<file path="src/sv/tslf_pkg.sv">
// shared types, character codes and defaults for the text stream line formatter
`default_nettype none
package tslf_pkg;

	// default width of the printed line number
	localparam int NUMBER_DIGITS_DEF = 6;
	// entries in the job queue between front and back
	localparam int QUEUE_DEPTH_DEF = 2;

	localparam logic [7:0] CH_NL     = 8'h0A;
	localparam logic [7:0] CH_TAB    = 8'h09;
	localparam logic [7:0] CH_SPACE  = 8'h20;
	localparam logic [7:0] CH_CARET  = 8'h5E;
	localparam logic [7:0] CH_I      = 8'h49;
	localparam logic [7:0] CH_DOLLAR = 8'h24;
	localparam logic [7:0] CH_QUEST  = 8'h3F;
	localparam logic [7:0] CH_ZERO   = 8'h30;
	localparam logic [7:0] CH_DEL    = 8'h7F;
	localparam logic [7:0] CTRL_LIMIT   = 8'd32;
	localparam logic [7:0] CARET_OFFSET = 8'd64;

	typedef enum logic [2:0] {
		REG_NUMBER_LINES    = 3'd0,
		REG_NONBLANK_ONLY   = 3'd1,
		REG_COLLAPSE_BLANKS = 3'd2,
		REG_SHOW_ENDS       = 3'd3,
		REG_SHOW_TABS       = 3'd4,
		REG_SHOW_CONTROLS   = 3'd5
	} reg_index_t;

	typedef struct packed {
		logic [7:0] in_byte;
		logic       start_file;
	} in_item_t;

	typedef struct packed {
		logic [7:0] out_byte;
		logic       last_of_run;
	} out_item_t;

	typedef struct packed {
		logic number_lines;
		logic nonblank_only;
		logic collapse_blanks;
		logic show_ends;
		logic show_tabs;
		logic show_controls;
	} cfg_regs_t;

	// one classified item: optional number prefix, then one or two body bytes
	typedef struct packed {
		logic       has_prefix;
		logic       pad;
		logic       pair;
		logic [7:0] b0;
		logic [7:0] b1;
	} job_t;

endpackage
`default_nettype wire

</file>
<file path="src/sv/tslf_front.sv">
// front part: takes input bytes, tracks line state and classifies each byte into a job
`default_nettype none
module tslf_front #(
	parameter int NUMBER_DIGITS = tslf_pkg::NUMBER_DIGITS_DEF
) (
	input  wire logic                          clk,
	input  wire logic                          arst_n,
	input  wire tslf_pkg::cfg_regs_t           cfg,
	input  wire logic                          in_valid,
	output logic                               in_stall,
	input  wire tslf_pkg::in_item_t            in_data,
	input  wire logic                          q_full,
	output logic                               push,
	output tslf_pkg::job_t                     job,
	output logic [NUMBER_DIGITS-1:0][3:0]      digits
);

	logic [7:0]                     prev_q;
	logic [1:0]                     run_q;
	logic [NUMBER_DIGITS-1:0][3:0]  cnt_q;

	logic [7:0]                     b;
	logic [7:0]                     prev_eff;
	logic [1:0]                     run_eff;
	logic [1:0]                     run_new;
	logic [NUMBER_DIGITS-1:0][3:0]  cnt_eff;
	logic [NUMBER_DIGITS-1:0][3:0]  cnt_inc;
	logic                           carry;
	logic                           blank;
	logic                           squeezed;
	logic                           line_start;
	logic                           pad;
	logic                           accept;

	assign in_stall = q_full;
	assign accept   = in_valid && !q_full;
	assign b        = in_data.in_byte;

	always_comb begin
		prev_eff = in_data.start_file ? tslf_pkg::CH_NL : prev_q;
		run_eff  = in_data.start_file ? 2'd0 : run_q;
		cnt_eff  = in_data.start_file ? '0 : cnt_q;
	end

	// bcd increment, stays at all nines
	always_comb begin
		cnt_inc = cnt_eff;
		carry   = 1'b1;
		for (int i = 0; i < NUMBER_DIGITS; i++) begin
			if (carry) begin
				if (cnt_eff[i] == 4'd9) begin
					cnt_inc[i] = 4'd0;
				end else begin
					cnt_inc[i] = cnt_eff[i] + 4'd1;
					carry      = 1'b0;
				end
			end
		end
		if (carry) begin
			cnt_inc = cnt_eff;
		end
	end

	always_comb begin
		blank      = (b == tslf_pkg::CH_NL) && (prev_eff == tslf_pkg::CH_NL);
		run_new    = blank ? ((run_eff < 2'd2) ? run_eff + 2'd1 : 2'd2) : 2'd0;
		squeezed   = cfg.collapse_blanks && (run_new == 2'd2);
		line_start = cfg.number_lines && (prev_eff == tslf_pkg::CH_NL);
		pad        = cfg.nonblank_only && blank;
	end

	// body classification, tab rule first
	always_comb begin
		job.has_prefix = line_start;
		job.pad        = pad;
		job.pair       = 1'b1;
		job.b0         = tslf_pkg::CH_CARET;
		job.b1         = b;
		if (cfg.show_tabs && b == tslf_pkg::CH_TAB) begin
			job.b1 = tslf_pkg::CH_I;
		end else if (cfg.show_ends && b == tslf_pkg::CH_NL) begin
			job.b0 = tslf_pkg::CH_DOLLAR;
			job.b1 = tslf_pkg::CH_NL;
		end else if (cfg.show_controls && (b < tslf_pkg::CTRL_LIMIT || b[7])
				&& b != tslf_pkg::CH_NL && b != tslf_pkg::CH_TAB) begin
			job.b1 = b + tslf_pkg::CARET_OFFSET;
		end else if (cfg.show_controls && b == tslf_pkg::CH_DEL) begin
			job.b1 = tslf_pkg::CH_QUEST;
		end else begin
			job.pair = 1'b0;
			job.b0   = b;
		end
	end

	assign digits = cnt_inc;
	assign push   = accept && !squeezed;

	always_ff @(posedge clk or negedge arst_n) begin
		if (!arst_n) begin
			prev_q <= tslf_pkg::CH_NL;
			run_q  <= 2'd0;
			cnt_q  <= '0;
		end else if (accept) begin
			run_q  <= run_new;
			prev_q <= squeezed ? prev_eff : b;
			if (!squeezed && line_start && !pad) begin
				cnt_q <= cnt_inc;
			end else begin
				cnt_q <= cnt_eff;
			end
		end
	end

endmodule
`default_nettype wire

</file>
<file path="src/sv/tslf_queue.sv">
// small job queue between front and back
`default_nettype none
module tslf_queue #(
	parameter int WIDTH = 8,
	parameter int DEPTH = tslf_pkg::QUEUE_DEPTH_DEF
) (
	input  wire logic             clk,
	input  wire logic             arst_n,
	input  wire logic             push,
	input  wire logic [WIDTH-1:0] push_data,
	input  wire logic             pop,
	output logic [WIDTH-1:0]      head,
	output logic                  not_empty,
	output logic                  full
);

	localparam int PW = (DEPTH > 1) ? $clog2(DEPTH) : 1;
	localparam int CW = $clog2(DEPTH + 1);
	localparam logic [PW-1:0] LAST_PTR = PW'(DEPTH - 1);

	logic [DEPTH-1:0][WIDTH-1:0] mem_q;
	logic [PW-1:0]               wr_q;
	logic [PW-1:0]               rd_q;
	logic [CW-1:0]               cnt_q;

	assign head      = mem_q[rd_q];
	assign not_empty = (cnt_q != '0);
	assign full      = (cnt_q == CW'(DEPTH));

	always_ff @(posedge clk) begin
		if (push) begin
			mem_q[wr_q] <= push_data;
		end
	end

	always_ff @(posedge clk or negedge arst_n) begin
		if (!arst_n) begin
			wr_q  <= '0;
			rd_q  <= '0;
			cnt_q <= '0;
		end else begin
			if (push) begin
				wr_q <= (wr_q == LAST_PTR) ? '0 : wr_q + 1'b1;
			end
			if (pop) begin
				rd_q <= (rd_q == LAST_PTR) ? '0 : rd_q + 1'b1;
			end
			if (push && !pop) begin
				cnt_q <= cnt_q + 1'b1;
			end else if (pop && !push) begin
				cnt_q <= cnt_q - 1'b1;
			end
		end
	end

endmodule
`default_nettype wire

</file>
<file path="src/sv/tslf_back.sv">
// back part: expands the head job into output bytes, one per cycle when not stalled
`default_nettype none
module tslf_back #(
	parameter int NUMBER_DIGITS = tslf_pkg::NUMBER_DIGITS_DEF
) (
	input  wire logic                          clk,
	input  wire logic                          arst_n,
	input  wire tslf_pkg::job_t                job,
	input  wire logic [NUMBER_DIGITS-1:0][3:0] digits,
	input  wire logic                          q_not_empty,
	output logic                               pop,
	output logic                               out_valid,
	input  wire logic                          out_stall,
	output tslf_pkg::out_item_t                out_data
);

	localparam int PW = $clog2(NUMBER_DIGITS + 3);
	localparam int DW = (NUMBER_DIGITS > 1) ? $clog2(NUMBER_DIGITS) : 1;
	localparam logic [PW-1:0] POS_TAB   = PW'(NUMBER_DIGITS);
	localparam logic [PW-1:0] POS_B0    = PW'(NUMBER_DIGITS + 1);
	localparam logic [PW-1:0] POS_B1    = PW'(NUMBER_DIGITS + 2);
	localparam logic [PW-1:0] POS_MSD   = PW'(NUMBER_DIGITS - 1);

	logic                active_q;
	logic [PW-1:0]       pos_q;
	logic                lead_q;
	logic                out_valid_q;
	tslf_pkg::out_item_t out_data_q;

	logic [PW-1:0]       cur_pos;
	logic [PW-1:0]       idx_full;
	logic [DW-1:0]       idx;
	logic [3:0]          d;
	logic                cur_lead;
	logic                lead_next;
	logic                is_digit;
	logic                is_last;
	logic [7:0]          byte_out;
	logic                load_ok;
	logic                emit;

	always_comb begin
		cur_pos   = active_q ? pos_q : (job.has_prefix ? '0 : POS_B0);
		cur_lead  = active_q ? lead_q : 1'b1;
		idx_full  = POS_MSD - cur_pos;
		idx       = idx_full[DW-1:0];
		d         = digits[idx];
		is_digit  = (cur_pos < POS_TAB);
		lead_next = cur_lead && (d == 4'd0) && (idx != '0);
		is_last   = (cur_pos == POS_B1) || (cur_pos == POS_B0 && !job.pair);
		if (is_digit) begin
			byte_out = (job.pad || lead_next) ? tslf_pkg::CH_SPACE
			                                  : tslf_pkg::CH_ZERO + {4'd0, d};
		end else if (cur_pos == POS_TAB) begin
			byte_out = tslf_pkg::CH_TAB;
		end else if (cur_pos == POS_B0) begin
			byte_out = job.b0;
		end else begin
			byte_out = job.b1;
		end
	end

	assign load_ok   = !out_valid_q || !out_stall;
	assign emit      = q_not_empty && load_ok;
	assign pop       = emit && is_last;
	assign out_valid = out_valid_q;
	assign out_data  = out_data_q;

	always_ff @(posedge clk or negedge arst_n) begin
		if (!arst_n) begin
			active_q    <= 1'b0;
			pos_q       <= '0;
			lead_q      <= 1'b1;
			out_valid_q <= 1'b0;
		end else begin
			if (load_ok) begin
				out_valid_q <= q_not_empty;
			end
			if (emit) begin
				if (is_last) begin
					active_q <= 1'b0;
				end else begin
					active_q <= 1'b1;
					pos_q    <= cur_pos + 1'b1;
					if (is_digit) begin
						lead_q <= lead_next;
					end
				end
			end
		end
	end

	always_ff @(posedge clk) begin
		if (emit) begin
			out_data_q.out_byte    <= byte_out;
			out_data_q.last_of_run <= is_last;
		end
	end

endmodule
`default_nettype wire

</file>
<file path="src/sv/text_stream_line_formatter.sv">
// top level of the cat-style text stream line formatter
// with the queue empty, the first output byte of an item is registered in the job queue and
// then in the output register before it is valid
// throughput: one output byte per cycle when not stalled; a multi-byte item holds the back
// until its last byte; single-byte items flow at one per cycle, expansions stall the input
// reset: options cleared, previous byte newline, blank run and line counter zero, queue empty
`default_nettype none
module text_stream_line_formatter #(
	parameter int NUMBER_DIGITS = tslf_pkg::NUMBER_DIGITS_DEF,
	parameter int QUEUE_DEPTH   = tslf_pkg::QUEUE_DEPTH_DEF
) (
	input  wire logic                clk,
	input  wire logic                arst_n,
	// input byte stream
	input  wire logic                in_valid,
	output logic                     in_stall,
	input  wire tslf_pkg::in_item_t  in_data,
	// formatted output stream
	output logic                     out_valid,
	input  wire logic                out_stall,
	output tslf_pkg::out_item_t      out_data,
	// option register writes
	input  wire logic                cfg_valid,
	output logic                     cfg_ready,
	input  wire logic [2:0]          cfg_index,
	input  wire logic                cfg_data
);

	localparam int QW = NUMBER_DIGITS * 4 + $bits(tslf_pkg::job_t);

	tslf_pkg::cfg_regs_t           cfg_q;
	tslf_pkg::job_t                push_job;
	tslf_pkg::job_t                head_job;
	logic [NUMBER_DIGITS-1:0][3:0] push_digits;
	logic [NUMBER_DIGITS-1:0][3:0] head_digits;
	logic [QW-1:0]                 q_head;
	logic                          push;
	logic                          pop;
	logic                          q_full;
	logic                          q_not_empty;

	// option registers are always writable; writes to unused indexes are dropped
	assign cfg_ready = 1'b1;

	always_ff @(posedge clk or negedge arst_n) begin
		if (!arst_n) begin
			cfg_q <= '0;
		end else if (cfg_valid) begin
			case (cfg_index)
				tslf_pkg::REG_NUMBER_LINES:    cfg_q.number_lines    <= cfg_data;
				tslf_pkg::REG_NONBLANK_ONLY:   cfg_q.nonblank_only   <= cfg_data;
				tslf_pkg::REG_COLLAPSE_BLANKS: cfg_q.collapse_blanks <= cfg_data;
				tslf_pkg::REG_SHOW_ENDS:       cfg_q.show_ends       <= cfg_data;
				tslf_pkg::REG_SHOW_TABS:       cfg_q.show_tabs       <= cfg_data;
				tslf_pkg::REG_SHOW_CONTROLS:   cfg_q.show_controls   <= cfg_data;
				default: ;
			endcase
		end
	end

	// front: line state, counter and byte classification, one transaction per cycle if room
	tslf_front #(
		.NUMBER_DIGITS(NUMBER_DIGITS)
	) u_front (
		.clk      (clk),
		.arst_n   (arst_n),
		.cfg      (cfg_q),
		.in_valid (in_valid),
		.in_stall (in_stall),
		.in_data  (in_data),
		.q_full   (q_full),
		.push     (push),
		.job      (push_job),
		.digits   (push_digits)
	);

	// queue decouples classification from byte expansion; squeezed lines never enter it
	tslf_queue #(
		.WIDTH(QW),
		.DEPTH(QUEUE_DEPTH)
	) u_queue (
		.clk       (clk),
		.arst_n    (arst_n),
		.push      (push),
		.push_data ({push_digits, push_job}),
		.pop       (pop),
		.head      (q_head),
		.not_empty (q_not_empty),
		.full      (q_full)
	);

	assign head_job    = q_head[$bits(tslf_pkg::job_t)-1:0];
	assign head_digits = q_head[QW-1:$bits(tslf_pkg::job_t)];

	// back: number prefix then body bytes, into the output register
	tslf_back #(
		.NUMBER_DIGITS(NUMBER_DIGITS)
	) u_back (
		.clk         (clk),
		.arst_n      (arst_n),
		.job         (head_job),
		.digits      (head_digits),
		.q_not_empty (q_not_empty),
		.pop         (pop),
		.out_valid   (out_valid),
		.out_stall   (out_stall),
		.out_data    (out_data)
	);

endmodule
`default_nettype wire

</file>
<file path="config.mk">
export PLATFORM = sky130hd
export DESIGN_NAME = text_stream_line_formatter
export DESIGN_NICKNAME = d
export VERILOG_FILES = /design/src/sv/tslf_pkg.sv /design/src/sv/tslf_front.sv /design/src/sv/tslf_queue.sv /design/src/sv/tslf_back.sv /design/src/sv/text_stream_line_formatter.sv
export SDC_FILE = /design/constraint.sdc
export NUM_CORES = 1
export LEC_CHECK = 0
export ABC_AREA = 1
export ABC_CLOCK_PERIOD_IN_PS = 4900
export BUFFER_PORTS_ARGS = -buffer_cell sky130_fd_sc_hd__buf_2
export CAP_MARGIN = 20
export CORE_UTILIZATION = 25
export CTS_CLUSTER_SIZE = 20
export DETAILED_ROUTE_END_ITERATION = 7
export GPL_ROUTABILITY_DRIVEN = 0
export GPL_TIMING_DRIVEN = 0
export SKIP_CTS_REPAIR_TIMING = 1
export SLEW_MARGIN = 40
export SYNTH_ARGS = -nofsm -noshare
export SYNTH_HDL_FRONTEND = slang
export SYNTH_SLANG_ARGS = --single-unit
</file>
<file path="constraint.sdc">
create_clock -name clk -period 4.9 [get_ports clk]
set_clock_uncertainty 0.1 [all_clocks]
set_input_delay 0.245 -clock clk [delete_from_list [all_inputs] [get_ports clk]]
set_output_delay 0.245 -clock clk [all_outputs]
set_load 0.005 [all_outputs]
</file>
# Yosys cells after proc, flatten, opt, wreduce, memory -nomap -nowiden
# Index checks and enable logic that the tools add are counted.
classes:
  addsub: 15
  n_mux: 57
  multipliers: 0
  reduce_logical: 47
  shifts: 0
  n_lt_le_gt_ge: 7
  n_div: 0
  bitwise: 1
  n_eq_ne: 22
op_table:
  columns: ["cell", "n"]
  rows:
  - ["$mux W43", 3]
  - ["$bwmux W86", 1]
  - ["$mux W24", 3]
  - ["$mux W8", 9]
  - ["$mux W4", 13]
  - ["$demux W43 S1", 1]
  - ["$add A4 B1 Y4 const B", 7]
  - ["$eq A4 B4 Y1 const B", 7]
  - ["$mux W9", 3]
  - ["$eq A8 B4 Y1 const B", 3]
  - ["$logic_and A1 B1 Y1", 22]
  - ["$mux W1", 16]
  - ["$mux W16", 1]
  - ["$ne A8 B4 Y1 const B", 2]
  - ["$reduce_and A2 Y1", 7]
  - ["$bmux W4 S3", 1]
  - ["$mux W2", 5]
  - ["$add A8 B7 Y8 const B", 1]
  - ["$eq A4 B3 Y1 const B", 2]
  - ["$eq A8 B7 Y1 const B", 1]
  - ["$logic_not A1 Y1", 8]
  - ["$lt A8 B6 Y1 const B", 1]
  - ["$add A6 B4 Y7 const A", 1]
  - ["$eq A3 B2 Y1 const B", 2]
  - ["20 further kinds", 29]
word_totals:
  latch_bits: 0
  mem_bits_ro: 0
  ram_bits: 0
  mem_count: 0
  output_inout_bits: 12
  inputBits: 18
  register_bits: 146

# Longest topological paths before layout
# Gate-level depths: netlist of the first run.
logic_depth:
  ltp_word: 13
  ltp_mapped: 15

# By module
# Synthesis of the first run repeated with hierarchy kept, for this count alone.
hier_totals:
  cells_unflattened: 846
  hier_area_um2: 7987.7
by_module_without_submodules:
  columns: ["module", "n_inst", "cells_each", "area_each_um2"]
  rows:
  - ["tslf_queue", 1, 159, 3510.9]
  - ["tslf_front", 1, 477, 2932.8]
  - ["tslf_back", 1, 167, 1226.2]
  - ["text_stream_line_formatter", 1, 43, 317.8]

# Least setup slack after synthesis of the first run
# Ideal clock, no wire load.
synth_path:
  path_kind: "input to register"
  start: "in in_data[8] (netlist bit)"
  end: "reg u_queue.mem_q[43] (netlist bit) (enable)"
  n_path_buf: 0
  setup_time_ns: 0.445
  path_slack_ns: 1.410
  stages: 9
  arrival_ns: 2.945
  cell_sequence: "inv_1 ha_1 nand3_1 nor4_1 nand2_1 nor2_1 nand2_1 nand2_1 nor2_1"
synth_via:
  elab_chain_len: 7
synth_rtl:
  columns: ["element", "line_no", "rtl"]
  rows:
  - ["from (decl)", "text_stream_line_formatter.sv:17", "input wire tslf_pkg::in_item_t in_data,"]
  - ["$eq A8 B4 Y1", "tslf_front.sv:65", "blank = (b == tslf_pkg::CH_NL) && (prev_eff == tslf_pkg::CH_NL);"]
  - ["$logic_and A1 B1 Y1", "tslf_front.sv:65", null]
  - ["$mux W2", "tslf_front.sv:66", "run_new = blank ? ((run_eff < 2'd2) ? run_eff + 2'd1 : 2'd2) : 2'd0;"]
  - ["$eq A2 B2 Y1", "tslf_front.sv:67", "squeezed = cfg.collapse_blanks && (run_new == 2'd2);"]
  - ["$logic_and A1 B1 Y1", "tslf_front.sv:67", null]
  - ["$logic_not A1 Y1", "tslf_front.sv:96", "assign push = accept && !squeezed;"]
  - ["$logic_and A1 B1 Y1", "tslf_front.sv:96", null]
  - ["to (signal, indexed assignment)", "tslf_queue.sv:32", "mem_q[wr_q] <= push_data;"]
  - ["to (decl)", "tslf_queue.sv:21", "logic [DEPTH-1:0][WIDTH-1:0] mem_q;"]
# Every way passes these cells.
# A chain may end at the register's enable or synchronous reset.

# Final worst setup path of the first run
layout_path:
  start: "reg u_queue.rd_q"
  end: "reg u_queue.cnt_q[1]"
layout_via:
  elab_chain_len: 11
  word_cells_on_any_way: 15
  classes_between: "eq/ne: 2; mux: 5; reduce/logical: 8"
layout_rtl:
  columns: ["element", "line_no", "rtl"]
  rows:
  - ["from (decl)", "tslf_queue.sv:23", "logic [PW-1:0] rd_q;"]
  - ["from (signal assigned)", "tslf_queue.sv:46", "rd_q <= (rd_q == LAST_PTR) ? '0 : rd_q + 1'b1;"]
  - ["$mux W43 (not written as such) (*) (2 in a row)", "tslf_queue.sv:26", "assign head = mem_q[rd_q];"]
  - ["$mux W3", "tslf_back.sv:43", "cur_pos = active_q ? pos_q : (job.has_prefix ? '0 : POS_B0);"]
  - ["$mux W4", "tslf_back.sv:43", null]
  - ["$eq A4 B3 Y1", "tslf_back.sv:50", "is_last = (cur_pos == POS_B1) || (cur_pos == POS_B0 && !job.pair);"]
  - ["$logic_and A1 B1 Y1", "tslf_back.sv:50", null]
  - ["$logic_or A1 B1 Y1 (*)", "tslf_back.sv:50", null]
  - ["via u_back.is_last", "tslf_back.sv:37", "logic is_last;"]
  - ["$logic_and A1 B1 Y1 (*)", "tslf_back.sv:65", "assign pop = emit && is_last;"]
  - ["$logic_not A1 Y1", "tslf_queue.sv:48", "if (push && !pop) begin"]
  - ["$logic_and A1 B1 Y1", "tslf_queue.sv:48", null]
  - ["$mux W2 or $reduce_bool A2 Y1 (tied branches)", null, null]
  - ["to (signal assigned)", "tslf_queue.sv:49", "cnt_q <= cnt_q + 1'b1;"]
  - ["to (signal assigned)", "tslf_queue.sv:51", "cnt_q <= cnt_q - 1'b1;"]
  - ["to (decl)", "tslf_queue.sv:24", "logic [CW-1:0] cnt_q;"]
# Mark *: on every way through the listed nets, which the timed path passes. The rest lies on a longest branch. The select of a mux whose other input is x is not followed.

==> metrics.txt, run 1 <==
status=complete, but fails checks; violated checks=design-rule violations; Die Span X=175 µm; gr usage total=0.118; Slew @ Worst Pin=716 ps; syn nets=874; Hold Crit Class=in -> reg; Max Fanout on Critical Path=10; Initial DRC Count=339; Seq/Total Area, Yosys=0.551; hold_ws=20.1 ps; largest net degree at the start of global routing=52; Detail Placement HPWL=12,500 µm; Ys Warns=0; Worst VDD drop=0.206 mV; top_reg_cell synth=edfxtp_1; Arrival @ worst endpoint=3350 ps; r2r setup slk=1760 ps; drt wl/cell=13.3 µm; fin area=8820 µm²; Root Driver=clkbuf_16; Port-buffer cells=28; Post-Route Setup TNS=0 ps; share of the synthesized area in the top cell type=0.380; Tmin final=3140 ps; Die Y=175 µm; syn_area_per_cell=8.85 µm²; WS Path Type=reg -> reg; via count=5,630; Post-Route WL=17,400 µm; setup repair after global routing missed its margin=no; post-synth cell types=49; cells after synthesis=848; crit start category=register; global route total overflow=0; number of synthesized flops with an enable pin=95; Max-Cap Viols=0; final number of hold-violating endpoints=0; H-tree Lvls=4; fin crit share=0.641; Critical Path RT=5110 ps; max_slew headroom=0.523; Starting Density=0.254; synth top area cells=edfxtp_1 38%, dfrtp_1 16%, nand2_1 13%; vias per cell=4.31; Reg clk slew, reported paths=60 ps; Layout area overhead=17.6%; Fmax=318 MHz; Pre-antenna DRT Iters=7; final worst slack=1760 ps; die area=30,700 µm²; Placed Cells=1,270; Clock Sink Count=146; total CTS buffers=17; Ports=30; fin cells=1,305; Final Max Slew Viols=0; post-synthesis register bit count=146; Power Dens Cells=573 nW/µm²; global-route wire length before repair=28,200 µm; FFs w/ async S/R, synth=0.349; utilization after layout=0.298; Clock Latency Late Sink=430 ps; Row Count=63; Power Total=5.06 mW; DRC=2; fraction of layout cells with a size suffix above 1=0.125; antenna viol nets, final=0; final-stage net count=927; CP Capture Type=register; Leak Pwr=3.93 nW; vias in the first global route=5,342; Setup Slack @ Placement=1760 ps; Yosys top cell by area=edfxtp_1; initial antenna violation count=2; Post-Synthesis Cell Area=7500 µm²; CTS tree=yes; Post-DP Area=8250 µm²; final setup fails=0; clk buf depth=2; total core area=29,600 µm²
==> layer usage <==
layer	vias up	part of all wire	GRT usage
met2	100	0.47	0.187
met1	2609	0.47	0.160
met5	-	0.00046	0
met3	18	0.042	0.0265
li1	2901	-	-
met4	2	0.013	0.0388
==> cells in the mapped netlist (2+ instances only) <==
cell,number
inv_1,91
dfstp_2,3
a22o_1,2
inv_2,5
buf_6,5
or2_2,2
nor3_2,3
nand3_1,77
nand4_1,13
nand2_1,260
nor2_1,59
nor2_2,4
ha_1,8
a31oi_1,7
dfrtp_1,48
o21ai_0,43
edfxtp_1,95
a21boi_0,5
o31ai_1,2
nand2_4,6
nor2_4,2
a21oi_1,15
o21ai_2,3
buf_4,2
nor2_8,2
clkbuf_1,17
xor2_1,9
xnor2_1,3
buf_2,7
o21a_1,3
o21ai_1,26
nor3_1,3
nand2_2,2
==> worst max-delay path, cell delays in order, from the launching register on <==
cell and delay (ps):
dfrtp_1 420, inv_1 120, nand2_1 60, nand3_1 90
buf_2 230, nand2_2 150, inv_1 240, ha_1 250
nand3_2 260, o21ai_1 280, nand2_1 120, ha_1 330
a21oi_1 110, o21ai_0 110, xor2_1 150
==> state kept, by name, summed over array words and instances, names as in the netlist <==
name / flops
u_back.active_q: 1
u_queue.cnt_q: 2
cfg_q: 6
u_back.out_valid: 1
u_queue.wr_q: 1
u_front.prev_q: 8
u_front.run_q: 2
u_back.out_data: 9
u_back.pos_q: 4
u_queue.mem_q: 86
u_queue.rd_q: 1
u_front.cnt_q: 24
u_back.lead_q: 1
==> kinds of logic after synthesis <==
kind of cell / share of synthesized area
and+or+nand+nor: 0.267
DFF: 0.551
buffers and inverters: 0.0740
AOI/OAI and AO/OA: 0.0806
xor gates and xnor gates: 0.0140
adders and majority gates: 0.0133
other: 0.000500
==> layout by cell type, fill, tap and decap left out, types with 4 or more instances in the layout <==
| cell | n |
|---|---|
| inv_2 | 5 |
| o21ai_0 | 42 |
| nor2_4 | 4 |
| clkbuf_1 | 22 |
| inv_1 | 91 |
| buf_6 | 5 |
| a31oi_1 | 7 |
| o21ai_1 | 27 |
| nor2_2 | 4 |
| a21boi_0 | 5 |
| nor2_1 | 57 |
| edfxtp_1 | 95 |
| nand2_1 | 260 |
| buf_2 | 34 |
| xor2_1 | 9 |
| nand4_1 | 13 |
| dfrtp_1 | 48 |
| nand2_4 | 6 |
| clkbuf_16 | 17 |
| ha_1 | 8 |
| a21oi_1 | 15 |
| nand3_1 | 77 |
==> where the power goes <==
| group | switching [mW] | internal [mW] |
|---|---|---|
| clock network | 0.490 | 0.724 |
| logic | 1.29 | 0.626 |
| registers | 0.154 | 1.77 |
==> layout make-up <==
class	instances	area, µm²
clock buffer	24	472
clock inverter	8	80.1
timing repair buffer	34	260
inverter	97	367
buffer	33	189
antenna	1	2.50
fill	3098	20700
tap	390	488
multi-input combinational	572	2830
sequential	146	4130
==> worst paths after layout <==
path | endpoint | cells past startpoint | from
worst max register to register | u_queue.cnt_q[1]$_DFFE_PN0P_ | 14 | u_queue.rd_q$_DFFE_PN0P_
worst max-delay path | u_queue.cnt_q[1]$_DFFE_PN0P_ | 14 | u_queue.rd_q$_DFFE_PN0P_
min in group asynchronous | u_front.cnt_q[4]$_DFFE_PN0P_ | 2 | arst_n
max in group asynchronous | u_queue.wr_q$_DFFE_PN0P_ | 2 | arst_n
worst min register to register | u_back.lead_q$_DFFE_PN1P_ | 2 | u_back.lead_q$_DFFE_PN1P_
worst min-delay path | u_front.prev_q[1]$_DFFE_PN1P_ | 3 | in_data[2]
(Power assumes the default switching activity.)
==> inputs of run 2 (changes only) <==
--- a/config.mk
+++ b/config.mk
@@ -5,8 +5,8 @@
 export SDC_FILE = /design/constraint.sdc
 export NUM_CORES = 1
 export LEC_CHECK = 0
-export ABC_AREA = 1
-export ABC_CLOCK_PERIOD_IN_PS = 4900
+export ABC_AREA = 0
+export ABC_CLOCK_PERIOD_IN_PS = 3000
 export BUFFER_PORTS_ARGS = -buffer_cell sky130_fd_sc_hd__buf_2
 export CAP_MARGIN = 20
 export CORE_UTILIZATION = 25
==> constraint.sdc (replaced) <==
create_clock -name clk -period 3 [get_ports clk]
set_clock_uncertainty 0.1 [all_clocks]
set_input_delay 0.15 -clock clk [delete_from_list [all_inputs] [get_ports clk]]
set_output_delay 0.15 -clock clk [all_outputs]
set_load 0.005 [all_outputs]
==> metrics.txt, run 2 <==
DRC=0; layout filler cell count=2,863; Net Sw Power=2.63 mW; area of the multi-input gates=2860 µm²; initial antenna violation count=0; post-synthesis simple-gate area fraction=0.149; final-stage net count=687; switch share=0.348; drt wl/cell=15.4 µm; adder-cell share of the synthesized area=0.0140; post-synthesis register bit count=146; largest family of logic cells by synthesized area=simple AND/OR/NAND/NOR gates; Hold Crit Class=in -> reg; vias in the first global route=4,607; Die Y=171 µm; final setup fails=0; syn_area_per_cell=12.0 µm²; Slew @ Worst Pin=767 ps; most frequent cell after synthesis=edfxtp_1; gr usage total=0.116; global-route wire length before repair=25,800 µm; max_slew headroom=0.489; Worst VDD drop=0.466 mV; Port-buffer cells=28; Ports=30; Detail Placement HPWL=11,600 µm; largest net degree at the start of global routing=52; via count=4,908; Tmin final=2910 ps; Leak Pwr=3.14 nW; vias per cell=4.67; Pre-antenna DRT Iters=7; Root Driver=clkbuf_16; commonest non-fill, non-tap cell in the layout=edfxtp_1; multiplexer share of the synthesized area=0.0862; Final Max Slew Viols=0; number of synthesized flops with an enable pin=95; final number of hold-violating endpoints=0; total core area=27,900 µm²; H-tree Lvls=4; FFs w/ async S/R, synth=0.349; most frequent cells in the layout=95 x edfxtp_1, 64 x nand2_1, 47 x dfrtp_1, 38 x nor2_1, 36 x o21ai_0; Power Total=7.57 mW; hold_ws=25.4 ps; post-synthesis compound-gate area fraction=0.123; Row Count=61; fin crit share=0.970; Yosys top cell by area=edfxtp_1; Fmax=344 MHz; Starting Density=0.256; max reg flops=86; Power Dens Cells=885 nW/µm²; CTS tree=yes; share of the synthesized area in the top cell type=0.400; Synth Area in XOR/XNOR=0.0209; Layout area overhead=19.7%; cells after synthesis=597; top_reg_cell synth=edfxtp_1; die area=29,200 µm²; CP Capture Type=register; Critical Path RT=3250 ps; Seq/Total Area, Yosys=0.579; status=finished, final reports clean; largest reg by FF count=u_queue.mem_q; Ys Warns=0; crit start category=register; Initial DRC Count=399; Clock Sink Count=146; Worst Hold Depth=3; synth top area cells=edfxtp_1 40%, dfrtp_1 17%, mux4_2 4.4%; Clk pwr share=0.253; Clock Latency Late Sink=430 ps; WS Path Type=reg -> reg; clk buf depth=2; Max-Cap Viols=0; commonest cells in the netlist=95 x edfxtp_1, 67 x nand2_1, 48 x dfrtp_1; Max Fanout on Critical Path=10; reg2reg path depth=12; Die Span X=171 µm; total CTS buffers=17; syn nets=623; ant diodes=0; global route total overflow=0; internal power=4.94 mW; Arrival @ worst endpoint=3160 ps; post-synth cell types=70; Post-Synthesis Cell Area=7140 µm²; share of power burned in registers=0.397; power share of the combinational group=0.350; antenna viol nets, final=0; Reg clk slew, reported paths=60 ps; register area=4130 µm²; fraction of layout cells with a size suffix above 1=0.199; setup repair after global routing missed its margin=yes; Post-Route WL=16,200 µm
[run 2: cell count changes in the layout (fill, tap and decap cells not counted), moves of 14 or more]
| cell | before | now |
|---|---|---|
| mux2_2 | 0 | 15 |
| nand3_1 | 77 | 16 |
| nand2_1 | 260 | 64 |
| mux4_2 | 0 | 14 |
| o21ai_1 | 27 | 1 |
| nand2b_1 | 0 | 15 |
| nor2_1 | 57 | 38 |
| inv_1 | 91 | 20 |
[run 2: through the flow]
stage | setup slack (ps) | util | instance area [µm²] | TNS (ps) | std cells
after detailed placement | -313 | 0.280 | 7830 | -764 | 1007
after CTS | -328 | 0.299 | 8360 | -839 | 1039
after floorplan | 78.2 | - | 7140 | 0 | 597
after global routing | -19.5 | 0.306 | 8550 | -22.8 | 1052
after global placement | -939 | 0.278 | 7750 | -71640 | 1003
final | 91.5 | 0.306 | 8550 | 0 | 1052
[run 2: layout make-up]
class | count | area share
flip-flops and latches | 146 | 0.484
inverters | 21 | 0.00922
multi-input cells | 402 | 0.335
clock buffers | 17 | 0.0498
clock inverters | 15 | 0.0127
well taps | 378 | 0.0553
repair buffers | 47 | 0.0405
plain buffers | 26 | 0.0141
[run 2: power by group through the flow]
stage	Combinational [mW]	Clock (mW)	Sequential, mW
after floorplan	1.75	0	2.99
after global placement	2.42	0	3.04
after detailed placement	2.52	0	3.04
after CTS	2.53	1.95	3.00
after global routing	2.90	2.04	3.06
final	2.65	1.91	3.00
[run 2: critical path, stage by stage, from the launching register on]
cell      delay (ps)
dfrtp_1          390
clkbuf_4         200
clkbuf_4         210
nand2_1          100
nand2_1           90
ha_1             330
buf_2            200
nor3_4           180
a32oi_1          110
mux2_2           280
and3_1           190
nor4b_4          140
mux2_1           310
[run 2: path summary, 6_finish.rpt]
path	to	slack, ps	from
max	u_back.lead_q$_DFFE_PN1P_	90	u_back.active_q$_DFFE_PN0P_
min	cfg_q[2]$_DFFE_PN0P_	30	cfg_valid
max reg2reg	u_back.lead_q$_DFFE_PN1P_	90	u_back.active_q$_DFFE_PN0P_
min reg2reg	u_front.prev_q[1]$_DFFE_PN1P_	360	u_front.prev_q[1]$_DFFE_PN1P_
max in group asynchronous	u_queue.rd_q$_DFFE_PN0P_	2010	arst_n
min in group asynchronous	u_front.cnt_q[6]$_DFFE_PN0P_	230	arst_n
[run 2: cell families after synthesis]
kind of cell               Yosys count
buffers and inverters               49
AOI/OAI and AO/OA                  128
other                                1
muxes                               42
xor gates and xnor gates            17
adders and majority gates            8
and+or+nand+nor                    206
DFF                                146
[run 2: per-layer routing]
metal,global-route usage,share of wire,vias to the layer above
met2,0.173,0.45,114
met3,0.0268,0.048,23
li1,-,-,2374
met4,0.0392,0.013,0
met1,0.163,0.49,2397
met5,0,0,-
